==> config.mk <==
export PLATFORM = sky130hd
export DESIGN_NAME = m4inv_front
export DESIGN_NICKNAME = d
export VERILOG_FILES = /design/src/m4inv_pkg.sv /design/src/m4inv_front.sv
export SDC_FILE = /design/constraint.sdc
export NUM_CORES = 1
export LEC_CHECK = 0
export ABC_AREA = 1
export BUFFER_PORTS_ARGS = -buffer_cell sky130_fd_sc_hd__buf_2
export CAP_MARGIN = 30
export CELL_PAD_IN_SITES_DETAIL_PLACEMENT = 0
export CELL_PAD_IN_SITES_GLOBAL_PLACEMENT = 2
export CORE_UTILIZATION = 11
export CTS_CLUSTER_SIZE = 24
export DETAILED_ROUTE_END_ITERATION = 10
export HOLD_SLACK_MARGIN = 0.08
export PLACE_DENSITY = 0.83
export SETUP_SLACK_MARGIN = 0.3
export SYNTH_ARGS = -nofsm -noshare
export SYNTH_HDL_FRONTEND = slang
export SYNTH_SLANG_ARGS = --single-unit
==> constraint.sdc <==
create_clock -name clk_i -period 1.1 [get_ports clk_i]
set_clock_uncertainty 0.1 [all_clocks]
set_input_delay 0.22 -clock clk_i [delete_from_list [all_inputs] [get_ports clk_i]]
set_output_delay 0.22 -clock clk_i [all_outputs]
set_load 0.05 [all_outputs]
==> src/m4inv_pkg.sv <==
// shared types and constants for the 4x4 adjugate matrix inverse
`timescale 1ns / 1ps
`default_nettype none

package m4inv_pkg;

  localparam int ELEMENT_WIDTH_DEF = 32;
  localparam int FRACTION_BITS_DEF = 16;
  localparam int NUM_ELEMS         = 16;
  localparam int IDX_W             = 4;
  localparam int OUT_W             = 32;
  localparam int DET_W             = 64;

  // write request from the loader into the matrix queue
  typedef struct packed {
    logic             we;
    logic             commit;
    logic [IDX_W-1:0] idx;
  } load_wr_t;

  // one result beat
  typedef struct packed {
    logic [OUT_W-1:0] inverse_element;
    logic [DET_W-1:0] determinant;
    logic             singular;
    logic             last;
  } result_t;

  // back end sequencer
  typedef enum logic [3:0] {
    ST_IDLE,
    ST_DIAG_START,
    ST_MUL_SETUP,
    ST_MUL,
    ST_MUL_END,
    ST_COF,
    ST_CHECK,
    ST_SING,
    ST_DOUT,
    ST_DIV_START,
    ST_DIV,
    ST_DIV_OUT
  } back_state_e;

endpackage

`default_nettype wire

==> src/m4inv_front.sv <==
// loader: takes element beats and places them in the free matrix slot
`timescale 1ns / 1ps
`default_nettype none

module m4inv_front #(
  parameter int ELEMENT_WIDTH = m4inv_pkg::ELEMENT_WIDTH_DEF
) (
  input  logic                      clk_i,
  input  logic                      rst_ni,
  input  logic                      push,
  output logic                      full,
  input  logic [m4inv_pkg::OUT_W-1:0] element_i,
  input  logic                      slot_free_i,
  output m4inv_pkg::load_wr_t       wr_o,
  output logic [ELEMENT_WIDTH-1:0]  wr_data_o
);
  import m4inv_pkg::*;

  logic             accept;
  logic [IDX_W-1:0] load_count_q;

  // a beat is taken only while a slot is free to write into
  assign full   = ~slot_free_i;
  assign accept = push & slot_free_i;

  // element position within the matrix
  always_ff @(posedge clk_i or negedge rst_ni) begin
    if (!rst_ni) begin
      load_count_q <= '0;
    end else if (accept) begin
      load_count_q <= load_count_q + IDX_W'(1);
    end
  end

  // write request, the sixteenth element commits the slot
  always_comb begin
    wr_o.we     = accept;
    wr_o.idx    = load_count_q;
    wr_o.commit = accept && (load_count_q == IDX_W'(NUM_ELEMS - 1));
  end

  assign wr_data_o = element_i[ELEMENT_WIDTH-1:0];

endmodule

`default_nettype wire

==> metrics.csv <==
stage;metric;value;unit
status;status;complete, but fails checks;
status;violations;negative setup slack;
detailed_routing;drtPass1Iterations;2;
detailed_routing;wl_per_cell;8.088;µm
synthesis;synth_cell_types;12;
grt;grt-ovfl-total;0;
pwr;intPower;0.001009;W
clocking;ctsRootBufferMaster;clkbuf_8;
detailed_routing;viasPerCell;2.853;
sta;whs;0.2413;ns
min_path;min_path_type;in2async;
pwr;leakagePower;0.2827;nW
die;core.rowCount;23;
finish;layoutNonFillerInstCount;102;
sta;drv_slew;0;
clocking;numCtsBuffers;3;
pwr;power_density;2723;nW/µm²
grt;grt_pass1_vias;261;
pwr;sw_frac_of_total;0.4158;
sta;period_needed;1.394;ns
place;port_buffers;10;
critical_path;critPathCaptureType;output pin;
run;cap_violations;0;
critical_path;arrival;1.07;ns
pwr;ir_worst_vdd;0.5897;mV
pwr;pwr-share-clk;0.178;
die;start_util;0.1155;
synthesis;synth_cells;59;
clocking;clk_latency;0.22;ns
die;die_w;67.05;µm
finish;top_regs;load_count_q: 4 flops;
place;gp_congestion;0.6612;
synthesis;synth_warnings;0;
clocking;clk_pin_slew;0.03;ns
synthesis;syn_area;465.4;µm²
clocking;cts_buffer_depth;2;
clocking;cts_tree;yes;
pwr;power_switching;0.0007184;W
die;die_h;67.05;µm
synthesis;synth_nets;96;
sta;worst_slack;-0.2938;ns
critical_path;critPathMaxFanout;2;
detailed_routing;top_layer;met4;
grt;grt_use_total;0.03965;
sta;fmax;0.7175;GHz
finish;seq_area;105.1;µm²
place;place_hpwl;585.9;µm
detailed_routing;routed_wl;825;µm
grt;antenna_found_initial;0;
synthesis;synth_seq_area_share;0.2151;
detailed_routing;met2_wirelength;355;µm
synthesis;syn_avg_cell_area;7.889;µm²
grt;grt_max_degree;5;
grt;grt_pass1_wl;1207;µm
finish;largest_register_ffs;4;
finish;mostFrequentLayoutCell;buf_8;
finish;multi_input_area;136.4;µm²
sta;rsz0062_at_grt;true;
finish;drive_gt1_frac;0.7115;
detailed_routing;met3_length;110;µm
sta;tightest_slew;0.1383;ns
synthesis;synth_seq_cells;4;
detailed_routing;vias;291;
critical_path;start_kind;flip-flop;
detailed_routing;drc;0;
finish;finish.utilization;0.1575;
finish;final_nets;91;
critical_path;path_class;reg2out;
pwr;p_comb_frac;0.649;
finish;antenna_cells;0;
detailed_routing;ant_nets;0;
place;dp_cells;93;
detailed_routing;drtIter0Drc;18;
finish;fillerInstances;456;
sta;hold_violations;0;
sta;post-route-period-util;1.267;
finish;area_growth;36.29;%
critical_path;cp_data_required_time;0.78;ns
finish;regMostFlops;load_count_q;
die;io_pins;75;
sta;slew_headroom;0.9077;
critical_path;rrSetupSlack;0.02;ns
die;core;4029;µm²
sta;setup_violations;4;
pwr;sequentialPowerShare;0.173;
sta;setup_tns;-0.8778;ns
detailed_routing;wl_met1;318;µm
clocking;clock_sinks;4;
finish;mostFrequentLayoutCells;buf_8 (8), buf_6 (7), nand2_1 (6), buf_4 (6), dfrtp_2 (4);
clocking;htree_num_levels;1;
die;floorplan.die_area;4496;µm²
critical path, cell delays in order, from the launching register on:
cell and delay [ns]:
dfrtp_2 0.37, ha_4 0.15, nand2_4 0.05, nor3_4 0.11, buf_6 0.17
routing by layer:
layer | up-vias | track usage
li1 | 131 | -
met1 | 132 | 0.03726
met2 | 16 | 0.05250
met3 | 12 | 0.01199
met4 | 0 | 0.06915
met5 | - | 0
power groups by stage:
stage / logic [W] / clock network [W] / registers (W)
after floorplan: 0.000544 / 0 / 0.000573
after global placement: 0.000757 / 0 / 0.000285
after detailed placement: 0.000770 / 0 / 0.000291
after CTS: 0.00110 / 0.000317 / 0.000300
after global routing: 0.00119 / 0.000317 / 0.000308
final: 0.00112 / 0.000308 / 0.000298
repair_timing:
item	in CTS	in global routing
pin swaps	3	3
gates resized for setup	32	3
endpoints found under the hold margin	4	0
hold buffers	1	0
setup endpoints to repair	11	11
setup buffers	4	1
synthesized netlist by cell type:
cell type   n  share of area
buf_4      33           0.53
dfrtp_1     4           0.22
ha_1        1          0.027
inv_1       4          0.032
inv_4       1          0.013
nand2_1     7          0.056
nand2_2     2          0.027
nand3_1     3          0.032
nor2_1      1         0.0081
nor3_2      1          0.022
o21bai_1    1          0.016
xor2_1      1          0.019
worst paths after layout:
path	to	from	depth (start not counted)
worst max-delay path	wr_o[4]	load_count_q[0]	4
worst min-delay path	load_count_q[1]	rst_ni	2
worst max register to register	load_count_q[3]	load_count_q[1]	6
worst min register to register	load_count_q[2]	load_count_q[2]	3
max in group asynchronous	load_count_q[0]	rst_ni	2
min in group clk_i	load_count_q[2]	push	6
cell families after synthesis:
kind of cell | synth area share
simple gates | 0.1452
compound gates | 0.01614
flops | 0.2151
xor+xnor | 0.01882
fa+ha+maj | 0.02688
buf+inv | 0.5780
metrics by stage:
step,setup WS (ns),cell area [µm²],power (W)
floorplan,-0.4642,521.8,0.001116
global placement,-0.1817,431.7,0.001042
detailed placement,-0.2012,431.7,0.001061
CTS,-0.3025,618.1,0.001717
global route,-0.3168,634.4,0.001820
finish,-0.2938,634.4,0.001728
area by class of cell:
cell class,count,area share
inverters,5,0.04734
clock buffers,3,0.06509
repair buffers,23,0.4083
flip-flops and latches,4,0.1657
multi-input cells,17,0.2150
well taps,50,0.09862
Power figures use the tool's default switching activity.
