### config.mk
export PLATFORM = sky130hd
export DESIGN_NAME = m4inv_mqueue
export DESIGN_NICKNAME = d
export VERILOG_FILES = /design/src/m4inv_pkg.sv /design/src/m4inv_mqueue.sv
export SDC_FILE = /design/constraint.sdc
export NUM_CORES = 1
export LEC_CHECK = 0
export CAP_MARGIN = 20
export CORE_ASPECT_RATIO = 1.5
export CORE_MARGIN = 8
export CORE_UTILIZATION = 60
export DETAILED_ROUTE_END_ITERATION = 7
export DONT_BUFFER_PORTS = 1
export HOLD_SLACK_MARGIN = 0.08
export PLACE_DENSITY = 0.76
export REMOVE_ABC_BUFFERS = 1
export SETUP_SLACK_MARGIN = 0.3
export SLEW_MARGIN = 20
export SYNTH_ARGS = -nofsm -noshare
export SYNTH_HDL_FRONTEND = slang
export SYNTH_SLANG_ARGS = --single-unit
### constraint.sdc
create_clock -name clk_i -period 4.5 [get_ports clk_i]
set_input_delay 0.9 -clock clk_i [delete_from_list [all_inputs] [get_ports clk_i]]
set_output_delay 0.9 -clock clk_i [all_outputs]
set_load 0.03 [all_outputs]
### src/m4inv_pkg.sv
// shared types and constants for the 4x4 adjugate matrix inverse
`timescale 1ns / 1ps
`default_nettype none

package m4inv_pkg;

  localparam int ELEMENT_WIDTH_DEF = 32;
  localparam int FRACTION_BITS_DEF = 16;
  localparam int NUM_ELEMS         = 16;
  localparam int IDX_W             = 4;
  localparam int OUT_W             = 32;
  localparam int DET_W             = 64;

  // write request from the loader into the matrix queue
  typedef struct packed {
    logic             we;
    logic             commit;
    logic [IDX_W-1:0] idx;
  } load_wr_t;

  // one result beat
  typedef struct packed {
    logic [OUT_W-1:0] inverse_element;
    logic [DET_W-1:0] determinant;
    logic             singular;
    logic             last;
  } result_t;

  // back end sequencer
  typedef enum logic [3:0] {
    ST_IDLE,
    ST_DIAG_START,
    ST_MUL_SETUP,
    ST_MUL,
    ST_MUL_END,
    ST_COF,
    ST_CHECK,
    ST_SING,
    ST_DOUT,
    ST_DIV_START,
    ST_DIV,
    ST_DIV_OUT
  } back_state_e;

endpackage

`default_nettype wire

### src/m4inv_mqueue.sv
// two-slot matrix queue between loader and solver
`timescale 1ns / 1ps
`default_nettype none

module m4inv_mqueue #(
  parameter int ELEMENT_WIDTH = m4inv_pkg::ELEMENT_WIDTH_DEF
) (
  input  logic                             clk_i,
  input  logic                             rst_ni,
  input  m4inv_pkg::load_wr_t              wr_i,
  input  logic [ELEMENT_WIDTH-1:0]         wr_data_i,
  output logic                             slot_free_o,
  output logic                             valid_o,
  input  logic                             release_i,
  input  logic [m4inv_pkg::IDX_W-1:0]      rd_idx_i,
  output logic [ELEMENT_WIDTH-1:0]         rd_data_o
);
  import m4inv_pkg::*;

  logic [ELEMENT_WIDTH-1:0] slot_q [2*NUM_ELEMS];
  logic                     wr_ptr_q;
  logic                     rd_ptr_q;
  logic [1:0]               cnt_q;

  assign slot_free_o = (cnt_q != 2'd2);
  assign valid_o     = (cnt_q != 2'd0);

  // element storage, written by the loader
  always_ff @(posedge clk_i) begin
    if (wr_i.we) begin
      slot_q[{wr_ptr_q, wr_i.idx}] <= wr_data_i;
    end
  end

  // head slot read by the solver
  assign rd_data_o = slot_q[{rd_ptr_q, rd_idx_i}];

  // slot pointers and occupancy
  always_ff @(posedge clk_i or negedge rst_ni) begin
    if (!rst_ni) begin
      wr_ptr_q <= 1'b0;
      rd_ptr_q <= 1'b0;
      cnt_q    <= 2'd0;
    end else begin
      if (wr_i.commit) wr_ptr_q <= ~wr_ptr_q;
      if (release_i)   rd_ptr_q <= ~rd_ptr_q;
      cnt_q <= cnt_q + 2'(wr_i.commit) - 2'(release_i);
    end
  end

endmodule

`default_nettype wire

==> metrics.txt <==
failing checks slew limit, setup timing; P_leak 0.0152 uW; Final GP Congestion 0.807; Post-CTS Setup Repair Bufs 0; Nets between 2000 and 2500; Hold WC Path Type in -> reg; H-tree depth 3; synth unique cells 29; vias in the first global route around 21000; final hold violation count 0; Worst Reg2Reg Path Length in Cells 3; total track usage 24.2%; min-delay src wr_i[4]; Clock Tree Buf Depth 3; Crit path arrival time a little over 4 ns; full die area roughly 75000 um^2; I/O Buffers 0; DR vias/cell 6.40; DRT iter0 DRCs 2278; fin. max-slew vios 420; MaxCap Viol Count 0; Clk pin slew, worst setup/hold paths 0.06 ns; WL final 92600 um; Worst Hold Depth 1; R2R Path Start wr_ptr_q$_DFFE_PN0P_; synthesized cell area 40100 um^2; Period minus WS final ~5 ns; ys async rst share 0.389%; antenna violations before repair 0; Reg2Reg Capture Point slot_q[16][29]$_DFFE_PP_; largest net degree at the start of global routing between 500 and 600; Clock Skew 0.0191 ns; status complete, but fails checks; period utilisation layout 111%; CTS Sinks 1028; VDD IR max 395 uV; Design Power 19700 uW; Worst-Margin Slew 2.98 ns; crit path capture type primary output; critical path class in -> out; yosys warns 0; sequential-to-total area share from yosys stat about 77%; I/O pin count 79; #FFs+latches synth 1028; WL/cell approximately 29 um; Setup-failing EPs final 14; area grow syn2layout 10.2%; CP peak stage delay 0.91 ns; Post-Synthesis Cells 2243; initial core utilization 60.3%; sequence of cells on the critical path mux2i_1 > a22o_1 > nor3_1 > a31oi_1 > nand3_1; drt pass-1 iters 5; vias 20700; share of layout cells above drive strength 1 10.2%; Synth top area share between 70% and 80%; GRT overflow 0; antenna cells 0; TritonCTS clock tree yes; worst-path maximum fanout 512; GRT met3 Usage 4.48%; first-pass GRT wire length 134000 um; placed wire-length estimate 51100 um; GRT met1 Usage 29.9%; top area cells in the synthesized netlist edfxtp_1 77%, mux2i_1 13%, a22oi_1 1.8%; later-pin clock latency in the skew report around 0.64 ns; drt drc 0; worst path bufs/invs 0; TritonCTS buffer count 88; syn avg cell area 17.9 um^2; hold path endpoint wr_ptr_q$_DFFE_PN0P_; EDFF count, synth 1024; Detail Route Antenna Nets 0; PwrDens 447 nW/um^2; reg2reg setup slack 1.95 ns; setup slack after layout -0.477 ns; hold_ws 0.337 ns; Top Usage Layer GRT met2; CTS root buf clkbuf_16; met2 global-route usage 41.8%; Max-slew headroom -98.7%; CP top delay family multiplexers; Max Clk Rate 201 MHz; Horiz. Die Dim 227 um; Core Region 66500 um^2; Die Ht approximately 330 um; kind of start point of the critical path primary input; placement row count 116; RSZ-0062 raised after global routing no; WP data required 3.60 ns; slowest stage cell, crit path mux2i_1; post_cts resized 0; Primary FF master, synth edfxtp_1; area leader, netlist edfxtp_1
==> layer usage <==
layer | part of all wire (%) | wire length (um)
met5 | 0 | 0
met3 | 7.5 | 6930
met2 | 52 | 47700
met4 | 3.5 | 3230
met1 | 38 | 34700
==> cells by family (layout without fill, tap and decap cells) <==
group / count (synthesis) / after routing / share of synthesized area [%]
buf+inv: 130 / 238 / 2.01
xor+xnor: 4 / 4 / 0.0875
fa+ha+maj: 2 / 2 / 0.0625
flops: 1028 / 1028 / 77.0
compound gates: 288 / 288 / 4.90
mux: 512 / 512 / 12.8
simple gates: 279 / 279 / 3.15
==> power by group <==
group | switching, uW | internal (uW)
logic | 1200 | 541
clock network | 3300 | 3910
registers | 64.3 | 10700
total | 4560 | 15200
==> worst register-to-register path, delay by kind of cell, from the launching register on <==
family / cells / cell delay, ns
simple gates: 2 / 1.04
flops: 1 / 0.55
buf+inv: 1 / 0.53
==> state kept, by name, indices dropped and copies added, names as in the netlist <==
signal	count
wr_ptr_q	1
slot_q	1024
cnt_q	2
rd_ptr_q	1
==> cell type report <==
type                    instances  area, um^2
flip-flops and latches       1028       30800
fillers                      4357       22300
multi-input cells            1085        8680
clock buffers                 107        2270
well taps                     885        1110
repair buffers                 77         793
clock inverters                52         442
inverters                       2        7.51
==> through the flow <==
step	util [%]	worst slack, ns	setup TNS [ns]	instance area [um^2]	cells
2_1_floorplan	-	-2.39	-76.62	39300	2115
5_1_grt	66.4	0.599	0	44200	3236
3_3_place_gp	62.3	0.921	0	41400	3076
4_1_cts	66.4	0.619	0	44200	3236
6_report	66.4	-0.477	-4.62	44200	3236
3_5_place_dp	62.3	0.941	0	41400	3076
==> repair_timing <==
action	4_1_cts	5_1_grt
endpoints found under the setup margin	0	0
hold buffers	1	0
hold endpoints to repair	4	0
==> how the worst max path moves through the flow <==
stage,from,endpoint,slack [ns],cells after the start
6_report,rd_idx_i[1],rd_data_o[13],-0.48,5
5_1_grt,rd_idx_i[1],rd_data_o[3],0.60,5
4_1_cts,rd_ptr_q$_DFFE_PN0P_,rd_data_o[31],0.62,5
3_5_place_dp,rd_idx_i[2],rd_data_o[3],0.94,5
3_3_place_gp,rd_idx_i[2],rd_data_o[3],0.92,5
2_1_floorplan,rd_idx_i[2],rd_data_o[0],-2.39,4
==> cells in the final DEF (no fill, tap or decap), types with 4 or more instances in the layout <==
| master | instances |
|---|---|
| bufinv_16 | 5 |
| a31oi_1 | 32 |
| buf_4 | 59 |
| clkbuf_1 | 19 |
| clkinvlp_4 | 6 |
| nand3b_1 | 5 |
| nor3_1 | 32 |
| inv_6 | 4 |
| nor2_4 | 33 |
| dfrtp_1 | 4 |
| a22oi_1 | 96 |
| nand3_1 | 98 |
| edfxtp_1 | 1024 |
| a22o_1 | 64 |
| buf_12 | 17 |
| clkinv_1 | 20 |
| clkinv_2 | 10 |
| a21oi_1 | 96 |
| clkbuf_16 | 88 |
| nand2_1 | 98 |
| mux2i_1 | 512 |
==> cell usage after synthesis, types with 2 or more instances <==
cell and instances:
edfxtp_1 1024, mux2i_1 512, nand2_1 99, nand3_1 98, a21oi_1 96, a22oi_1 96
a22o_1 64, buf_2 39, clkbuf_1 35, nor2_1 34, a31oi_1 32, nor3_1 32
buf_4 23, buf_6 23, buf_1 6, nand3b_1 5, dfrtp_1 4, or3b_2 3
clkbuf_4 2, ha_1 2, inv_1 2, nand2b_1 2, nor2b_1 2, xnor2_1 2
xor2_1 2
(Power assumes the default switching activity.)
