<file path="config.mk">
export PLATFORM = sky130hd
export DESIGN_NAME = m4inv_ofifo
export DESIGN_NICKNAME = d
export VERILOG_FILES = /design/src/m4inv_pkg.sv /design/src/m4inv_ofifo.sv
export SDC_FILE = /design/constraint.sdc
export NUM_CORES = 1
export LEC_CHECK = 0
export BUFFER_PORTS_ARGS = -buffer_cell sky130_fd_sc_hd__buf_2
export CAP_MARGIN = 0
export CORE_ASPECT_RATIO = 1.75
export CORE_MARGIN = 3
export CORE_UTILIZATION = 37
export DETAILED_ROUTE_END_ITERATION = 8
export HOLD_SLACK_MARGIN = 0.06
export MAX_ROUTING_LAYER = met4
export SYNTH_ARGS = -nofsm -noshare
export SYNTH_HDL_FRONTEND = slang
export SYNTH_SLANG_ARGS = --single-unit
</file>
<file path="constraint.sdc">
create_clock -name clk_i -period 8.4 [get_ports clk_i]
set_input_delay 1.26 -clock clk_i [delete_from_list [all_inputs] [get_ports clk_i]]
set_output_delay 1.26 -clock clk_i [all_outputs]
set_load 0.02 [all_outputs]
</file>
<file path="src/m4inv_pkg.sv">
// shared types and constants for the 4x4 adjugate matrix inverse
`timescale 1ns / 1ps
`default_nettype none

package m4inv_pkg;

  localparam int ELEMENT_WIDTH_DEF = 32;
  localparam int FRACTION_BITS_DEF = 16;
  localparam int NUM_ELEMS         = 16;
  localparam int IDX_W             = 4;
  localparam int OUT_W             = 32;
  localparam int DET_W             = 64;

  // write request from the loader into the matrix queue
  typedef struct packed {
    logic             we;
    logic             commit;
    logic [IDX_W-1:0] idx;
  } load_wr_t;

  // one result beat
  typedef struct packed {
    logic [OUT_W-1:0] inverse_element;
    logic [DET_W-1:0] determinant;
    logic             singular;
    logic             last;
  } result_t;

  // back end sequencer
  typedef enum logic [3:0] {
    ST_IDLE,
    ST_DIAG_START,
    ST_MUL_SETUP,
    ST_MUL,
    ST_MUL_END,
    ST_COF,
    ST_CHECK,
    ST_SING,
    ST_DOUT,
    ST_DIV_START,
    ST_DIV,
    ST_DIV_OUT
  } back_state_e;

endpackage

`default_nettype wire

</file>
<file path="src/m4inv_ofifo.sv">
// two-entry result queue toward the consumer
`timescale 1ns / 1ps
`default_nettype none

module m4inv_ofifo (
  input  logic               clk_i,
  input  logic               rst_ni,
  input  logic               push_i,
  input  m4inv_pkg::result_t data_i,
  output logic               full_o,
  input  logic               pop,
  output logic               empty,
  output m4inv_pkg::result_t data_o
);
  import m4inv_pkg::*;

  result_t    mem_q [2];
  logic       wr_ptr_q;
  logic       rd_ptr_q;
  logic [1:0] cnt_q;
  logic       do_pop;

  assign full_o = (cnt_q == 2'd2);
  assign empty  = (cnt_q == 2'd0);
  assign do_pop = pop & ~empty;
  assign data_o = mem_q[rd_ptr_q];

  // entry storage
  always_ff @(posedge clk_i) begin
    if (push_i) mem_q[wr_ptr_q] <= data_i;
  end

  // pointers and occupancy
  always_ff @(posedge clk_i or negedge rst_ni) begin
    if (!rst_ni) begin
      wr_ptr_q <= 1'b0;
      rd_ptr_q <= 1'b0;
      cnt_q    <= 2'd0;
    end else begin
      if (push_i) wr_ptr_q <= ~wr_ptr_q;
      if (do_pop) rd_ptr_q <= ~rd_ptr_q;
      cnt_q <= cnt_q + 2'(push_i) - 2'(do_pop);
    end
  end

endmodule

`default_nettype wire

</file>
==> results of run 1 <==
area by class of cell:
class,count,area (sq um),area share [%]
sequential,200,5990,65.4
multi-input combinational,109,1240,13.5
timing repair buffer,205,1040,11.3
clock buffer,21,470,5.13
tap,241,302,3.29
clock inverter,11,111,1.22
inverter,2,7.51,0.0819
antenna,3,7.51,0.0819
cells in the mapped netlist, drive strengths merged:
cell,count,area share [%]
and2,1,0.086
nor2b,2,0.17
nor2,1,0.051
inv,2,0.10
ha,2,0.34
edfxtp,196,81
xnor2,2,0.24
mux2,98,16
buf,11,1.0
xor2,2,0.24
o21a,1,0.10
dfrtp,4,1.4
metal layers:
metal  up-vias  GRT usage [%]  wire (um)
li1       1710              -          -
met1      1858           13.5       4970
met2       119           25.1       8400
met3        30           3.53        752
met4         0           7.96        548
met5         -              -          0
path summary, 6_finish.rpt:
check / start / to / cells after the start
max in group asynchronous: rst_ni / rd_ptr_q$_DFFE_PN0P_ / 1
setup / recovery: rd_ptr_q$_DFFE_PN0P_ / data_o[8] / 3
setup reg to reg: wr_ptr_q$_DFFE_PN0P_ / mem_q[1][50]$_DFFE_PP_ / 2
hold / removal: wr_ptr_q$_DFFE_PN0P_ / wr_ptr_q$_DFFE_PN0P_ / 1
min in group asynchronous: rst_ni / wr_ptr_q$_DFFE_PN0P_ / 1
hold reg to reg: wr_ptr_q$_DFFE_PN0P_ / wr_ptr_q$_DFFE_PN0P_ / 1
cells by family (layout without fill, tap and decap cells):
family,after synthesis,after routing
other,0,3
adder cells (fa/ha/maj),2,2
buffers and inverters,13,239
XOR/XNOR,4,4
AO/OA/AOI/OAI,1,1
flip-flops,200,200
AND/OR/NAND/NOR,4,4
multiplexers,98,98
flip-flops by register name, summed over array words and instances (netlist names):
signal / count
cnt_q: 2
mem_q: 196
rd_ptr_q: 1
wr_ptr_q: 1
stage by stage:
stage | setup WS [ns] | total power [W]
3_5_place_dp | 4.88 | 0.00246
2_1_floorplan | 2.31 | 0.00214
6_report | 4.50 | 0.00320
3_3_place_gp | 4.91 | 0.00243
5_1_grt | 4.36 | 0.00335
4_1_cts | 4.41 | 0.00326
power breakdown:
group	switching, W	leakage, nW	total (W)	internal (W)
Combinational	0.000586	1.30	0.000988	0.000402
Clock	0.000358	0.281	0.000796	0.000438
Sequential	0.0000933	1.89	0.00142	0.00133
worst max-delay path: stages, from the launching register on:
cell and delay (ns):
dfrtp_4 0.86, buf_4 0.70, mux2_2 0.43, buf_2 0.16
==> results.txt, run 1 <==
status = completed
# rows = 67
Via Count = 3717
die width = 112 um
gp weighted congestion = 0.738
synthesized instance count = 322
All-Layer GR Usage = 14.0%
Boundary Pins = 202
Hold Worst Slack = 0.559 ns
CORE AREA = 0.0193 sq mm
adder-cell area share of the yosys netlist = 0.343%
Period Utilization, post-route = 46.4%
RSZ-0062 raised after global routing = no
Max Buffers Root-to-Sink = 2
Min-Delay Path Class = reg2reg
clk slew on worst S/H paths = 0.07 ns
mux contribution to synthesized area = 15.6%
VDD IR-drop max = 0.282 mV
Post-Syn Nets = 426
clock latency on the worst-skew pair = 0.42 ns
gr ovfl total = 0
most common cell after layout, fill and taps aside = buf_2
CP Class = reg2out
post-synth design cell area = 0.00730 sq mm
final setup fails = 0
Yosys cell types = 14
Die ar. = 0.0215 sq mm
CTS tree = yes
R2R Setup Slk = 6.23 ns
most frequent cells in the layout = buf_2, edfxtp_1, mux2_2
Pre-antenna DRT Iters = 4
main combinational cell family by area after synthesis = multiplexers
Synth warnings = 0
Synth Area in XOR/XNOR = 0.480%
number of buffers inserted by hold repair at cts = 0
post-synthesis sequential area ratio = 82.0%
setup clock skew after layout = 0.0110 ns
CP Max Fanout = 53
placed inst area = 0.00858 sq mm
cts bufs inserted = 17
post-CTS setup repair buffer count = 0
post-DP HPWL = 9980 um
first-pass GRT wire length = 21900 um
#FFs+latches synth = 200
simple-gate area share of the yosys netlist = 0.309%
max-cap violation count = 0
WL final = 14700 um
placed insts = 757
chip height = 192 um
FILL cells = 1668
Slew headroom = 50.0%
setup TNS = 0 ns
post-CTS resize count = 0
vias in the first global route = 4078
initial antenna violation count = 3
Startpoint Class = register
starting density of the core = 37.9%
DR vias/cell = 4.69
power density cells = 349 mW/mm^2
htree depth = 4
Hold Vio Cnt, Final = 0
Setup crit end kind = primary output
leakage power = 3.46 nW
average wire per standard cell = 18.5 um
Final Cell Area = 0.00917 sq mm
ANT nets after route = 0
Core Util, Final = 47.5%
compound-gate portion of the synthesized area = 0.103%
Avg Synthesized Cell Area = 22.7 sq um
layout cell share with drive strength beyond 1 = 61.5%
Sinks on Clock Net = 200
Max Fclk = 257 MHz
largest net degree at the start of global routing = 54
DR iter-0 viols = 139
CP arrival = 2.64 ns
Worst EP required = 7.14 ns
Nets = 639
I/O Buffers = 201
Synth-to-Final Area Change = 25.6%
post-route minimum period = 3.90 ns
CTS root buf = clkbuf_16
worst-margin pin slew = 0.749 ns
DRC = 0
final max-slew violation count = 0
Final Non-Filler Cells = 792
Note: power is estimated with default switching activity, not from simulation.
==> run 2, diff against run 1 <==
Settings changed: ABC_AREA from default to 1.
Clock period 8.4 ns to 3.46 ns, I/O delays scaled along.
==> results.txt, run 2 <==
All-Layer GR Usage = 14.5%
top cells by count, synth = nand2_1, edfxtp_1, buf_2, inv_1, dfrtp_1
Max Fclk = 367 MHz
Synth-to-Final Area Change = 25.5%
Top delay family on crit path = buffers and inverters
Final Cell Area = 0.00921 sq mm
Worst EP required = 2.94 ns
first-pass GRT wire length = 23100 um
Max Buffers Root-to-Sink = 2
max-cap violation count = 0
RSZ-0062 raised after global routing = no
Post-Syn Nets = 646
WL final = 15400 um
Nets = 852
Hold Vio Cnt, Final = 0
VDD IR-drop max = 0.505 mV
htree depth = 4
Period Utilization, post-route = 78.8%
power density cells = 871 mW/mm^2
synthesized instance count = 542
clk slew on worst S/H paths = 0.07 ns
Synth warnings = 0
CTS root buf = clkbuf_16
Cell Chain, Critical Path = inv_4, buf_12, nand2_1, nand2_1, buf_2
layout cell share with drive strength beyond 1 = 31.8%
ys async rst share = 2.00%
final setup fails = 0
ANT nets after route = 0
Largest regs = mem_q (196), cnt_q (2)
clock latency on the worst-skew pair = 0.42 ns
FILL cells = 1751
Pre-antenna DRT Iters = 4
Startpoint Class = register
Boundary Pins = 202
Area contributors post-synth = edfxtp_1, nand2_1, dfrtp_1
post-synth design cell area = 0.00734 sq mm
vias in the first global route = 4490
gr ovfl total = 0
DR iter-0 viols = 214
CORE AREA = 0.0194 sq mm
chip height = 192 um
#FFs+latches synth = 200
post-DP HPWL = 10300 um
# rows = 67
setup TNS = 0 ns
CTS tree = yes
leakage power = 3.99 nW
die width = 112 um
EDFF count, synth = 196
average wire per standard cell = 15.3 um
DR vias/cell = 4.50
setup clock skew after layout = 0.00879 ns
post-CTS setup repair buffer count = 0
post-route minimum period = 2.73 ns
max reg flops = 196
final max-slew violation count = 0
Via Count = 4540
Yosys cell types = 12
gp weighted congestion = 0.758
most common cell after layout, fill and taps aside = nand2_1
DRC = 0
placed inst area = 0.00862 sq mm
post-synthesis sequential area ratio = 81.5%
cell mode on critical path = nand2_1
most flop-heavy register = mem_q
Min-Delay Path Class = in2reg
Setup crit end kind = primary output
slowest CP cell = dfrtp_4
Slew headroom = 65.2%
most frequent cells in the layout = nand2_1, buf_2, edfxtp_1
CP Max Fanout = 53
Yosys top cell by area = edfxtp_1
top_reg_cell synth = edfxtp_1
starting density of the core = 37.9%
I/O Buffers = 201
CP peak stage delay = 0.63 ns
status = completed
cts bufs inserted = 17
CP Class = reg2out
Die ar. = 0.0216 sq mm
count leader, synth = nand2_1
CP arrival = 2.21 ns
Buffers & Inverters on Critical Path = 3
largest net degree at the start of global routing = 63
post-synth top area share = 80.1%
initial antenna violation count = 6
worst-margin pin slew = 0.522 ns
Sinks on Clock Net = 200
Avg Synthesized Cell Area = 13.5 sq um
[run 2: metal layers]
metal  GRT usage (%)  vias to the layer above  part of all wire (%)
li1                -                     2240                     -
met1            15.1                     2153                    37
met2            25.4                      131                    56
met3            4.27                       16                   5.8
met4            6.52                        0                   1.9
met5               -                        -                     0
[run 2: worst paths after layout]
| path | startpoint | cells past startpoint | to | slack (ns) |
|---|---|---|---|---|
| setup reg to reg | rd_ptr_q$_DFFE_PN0P_ | 4 | rd_ptr_q$_DFFE_PN0P_ | 1.75 |
| hold reg to reg | wr_ptr_q$_DFFE_PN0P_ | 1 | wr_ptr_q$_DFFE_PN0P_ | 0.54 |
| max in group asynchronous | rst_ni | 2 | rd_ptr_q$_DFFE_PN0P_ | 2.87 |
| hold / removal | data_i[5] | 1 | mem_q[1][5]$_DFFE_PP_ | 0.28 |
| setup / recovery | rd_ptr_q$_DFFE_PN0P_ | 5 | data_o[7] | 0.73 |
| min in group asynchronous | rst_ni | 2 | cnt_q[0]$_DFF_PN0_ | 0.45 |
[run 2: timing repair]
| item | 4_1_cts | 5_1_grt |
|---|---|---|
| hold buffers | 1 | 0 |
| endpoints found under the hold margin | 4 | 0 |
| gates resized for setup | 0 | 0 |
[run 2: metrics by stage]
stage | std cells | hold WS [ns] | utilization (%) | setup WS [ns] | power (W)
3_3_place_gp | 969 | 0.332 | 44.5 | 1.12 | 0.00625
4_1_cts | 1002 | 0.250 | 47.5 | 0.631 | 0.00818
6_report | 1008 | 0.279 | 47.6 | 0.734 | 0.00802
3_5_place_dp | 969 | 0.335 | 44.5 | 1.10 | 0.00629
2_1_floorplan | 542 | 0.223 | - | 0.537 | 0.00525
5_1_grt | 1008 | 0.260 | 47.6 | 0.576 | 0.00851
[run 2: kinds of logic after synthesis]
logic type	synth area share (%)
XOR/XNOR	0.119
adder cells (fa/ha/maj)	0.341
buffers and inverters	2.25
flip-flops	81.5
AND/OR/NAND/NOR	15.8
[run 2: layout make-up]
cell class / count / area [sq um] / area share [%]
Clock inverter: 15 / 140 / 1.52
Timing Repair Buffer: 208 / 1100 / 11.9
Clock buffer: 17 / 425 / 4.62
Tap cell: 241 / 302 / 3.27
Inverter: 10 / 42.5 / 0.462
Multi-Input combinational cell: 311 / 1200 / 13.0
Sequential cell: 200 / 5990 / 65.0
Antenna cell: 6 / 15.0 / 0.163
[run 2: where the power goes]
group	internal, W	switching (W)	total [W]
Combinational	0.000776	0.00199	0.00276
Sequential	0.00321	0.000159	0.00337
Clock	0.00101	0.000879	0.00189
Total	0.00500	0.00302	0.00802
[run 2: worst reg2reg max path: stages (launching register included)]
cell and delay [ns]:
dfrtp_4 0.63, inv_4 0.47, buf_12 0.31, nand3_1 0.14, nand2_1 0.09
==> run 3, diff against run 2 <==
Clock period 3.46 ns to 2.6 ns, I/O delays scaled along.
==> results.txt, run 3 (same netlist as run 2, synthesis figures left out) <==
htree depth = 4
Die ar. = 0.0216 sq mm
chip height = 192 um
max reg flops = 196
R2R Setup Slk = 1.02 ns
worst-margin pin slew = 0.609 ns
CTS root buf = clkbuf_16
DR iter-0 viols = 167
vias in the first global route = 4562
FILL cells = 1750
Worst EP required = 2.21 ns
number of buffers inserted by hold repair at cts = 1
Nets = 857
Pre-antenna DRT Iters = 6
setup clock skew after layout = 0.00672 ns
leakage power = 4.02 nW
RSZ-0062 raised after global routing = no
most frequent cells in the layout = nand2_1, buf_2, edfxtp_1
final setup fails = 0
cell mode on critical path = nand2_1
# rows = 67
post-CTS setup repair buffer count = 0
Synth-to-Final Area Change = 26.7%
Power Total = 0.0108 W
ANT nets after route = 0
setup TNS = 0 ns
CP Max Fanout = 51
DRC = 0
cts bufs inserted = 17
Boundary Pins = 202
starting density of the core = 37.9%
placed inst area = 0.00870 sq mm
gr ovfl total = 0
clock latency on the worst-skew pair = 0.41 ns
post-route setup slack = 0.383 ns
WL final = 15200 um
CTS tree = yes
initial antenna violation count = 4
most flop-heavy register = mem_q
All-Layer GR Usage = 14.6%
layout cell share with drive strength beyond 1 = 31.9%
Setup crit end kind = primary output
Via Count = 4498
CORE AREA = 0.0194 sq mm
Cell Chain, Critical Path = inv_4, buf_12, nand2_1, nand2_1, buf_2
VDD IR-drop max = 0.606 mV
average wire per standard cell = 15.1 um
die width = 112 um
I/O Buffers = 201
Min-Delay Path Class = in2reg
Sinks on Clock Net = 200
largest net degree at the start of global routing = 100
post-CTS resize count = 0
max-cap violation count = 0
CP arrival = 1.83 ns
Hold Vio Cnt, Final = 0
power density cells = 1170 mW/mm^2
Max Fclk = 451 MHz
post-route minimum period = 2.22 ns
Largest regs = mem_q (196), cnt_q (2)
clk slew on worst S/H paths = 0.07 ns
gp weighted congestion = 0.723
slowest CP cell = dfrtp_4
Max Buffers Root-to-Sink = 2
Post-Place Setup Slack = 0.776 ns
Slew headroom = 59.3%
DR vias/cell = 4.45
most common cell after layout, fill and taps aside = nand2_1
Period Utilization, post-route = 85.3%
Startpoint Class = register
status = completed
final max-slew violation count = 0
CP Class = reg2out
CP peak stage delay = 0.50 ns
first-pass GRT wire length = 23500 um
post-DP HPWL = 10300 um
Final Cell Area = 0.00930 sq mm
run 3: metal layers:
layer / vias up / wire, um / GRT usage [%]
li1: 2246 / - / -
met1: 2116 / 5680 / 15.5
met2: 124 / 8370 / 25.9
met3: 12 / 937 / 4.24
met4: 0 / 236 / 5.41
met5: - / 0 / -
run 3: through the flow:
| step | std cells | utilization [%] | hold slack, ns |
|---|---|---|---|
| 6_report | 1010 | 48.0 | 0.154 |
| 3_3_place_gp | 974 | 44.9 | 0.213 |
| 4_1_cts | 1005 | 48.0 | 0.128 |
| 5_1_grt | 1009 | 48.0 | 0.139 |
| 2_1_floorplan | 542 | - | 0.0944 |
| 3_5_place_dp | 974 | 44.9 | 0.211 |
run 3: area by class of cell:
cell class | instances | area [sq um] | area share [%]
diodes | 5 | 12.5 | 0.134
clock buffers | 19 | 433 | 4.65
clock inverters | 11 | 150 | 1.61
inverters | 10 | 43.8 | 0.471
multi-input cells | 311 | 1200 | 12.9
flip-flops and latches | 200 | 5990 | 64.4
well taps | 241 | 302 | 3.24
repair buffers | 213 | 1170 | 12.6
run 3: power by group:
group	internal, W	switching [W]	leakage [nW]
logic	0.00111	0.00271	1.86
registers	0.00427	0.000145	1.89
clock network	0.00151	0.00110	0.279
run 3: critical path, delay by kind of cell (launching register included):
family,cells,cell delay [ns]
buffers and inverters,3,0.69
flip-flops,1,0.50
AND/OR/NAND/NOR,2,0.18
run 3: final timing paths:
check | from | endpoint | depth (start not counted)
min in group asynchronous | rst_ni | wr_ptr_q$_DFFE_PN0P_ | 2
hold reg to reg | wr_ptr_q$_DFFE_PN0P_ | wr_ptr_q$_DFFE_PN0P_ | 1
max in group asynchronous | rst_ni | rd_ptr_q$_DFFE_PN0P_ | 2
hold / removal | data_i[90] | mem_q[0][90]$_DFFE_PP_ | 1
setup reg to reg | wr_ptr_q$_DFFE_PN0P_ | mem_q[0][88]$_DFFE_PP_ | 2
setup / recovery | rd_ptr_q$_DFFE_PN0P_ | data_o[74] | 5
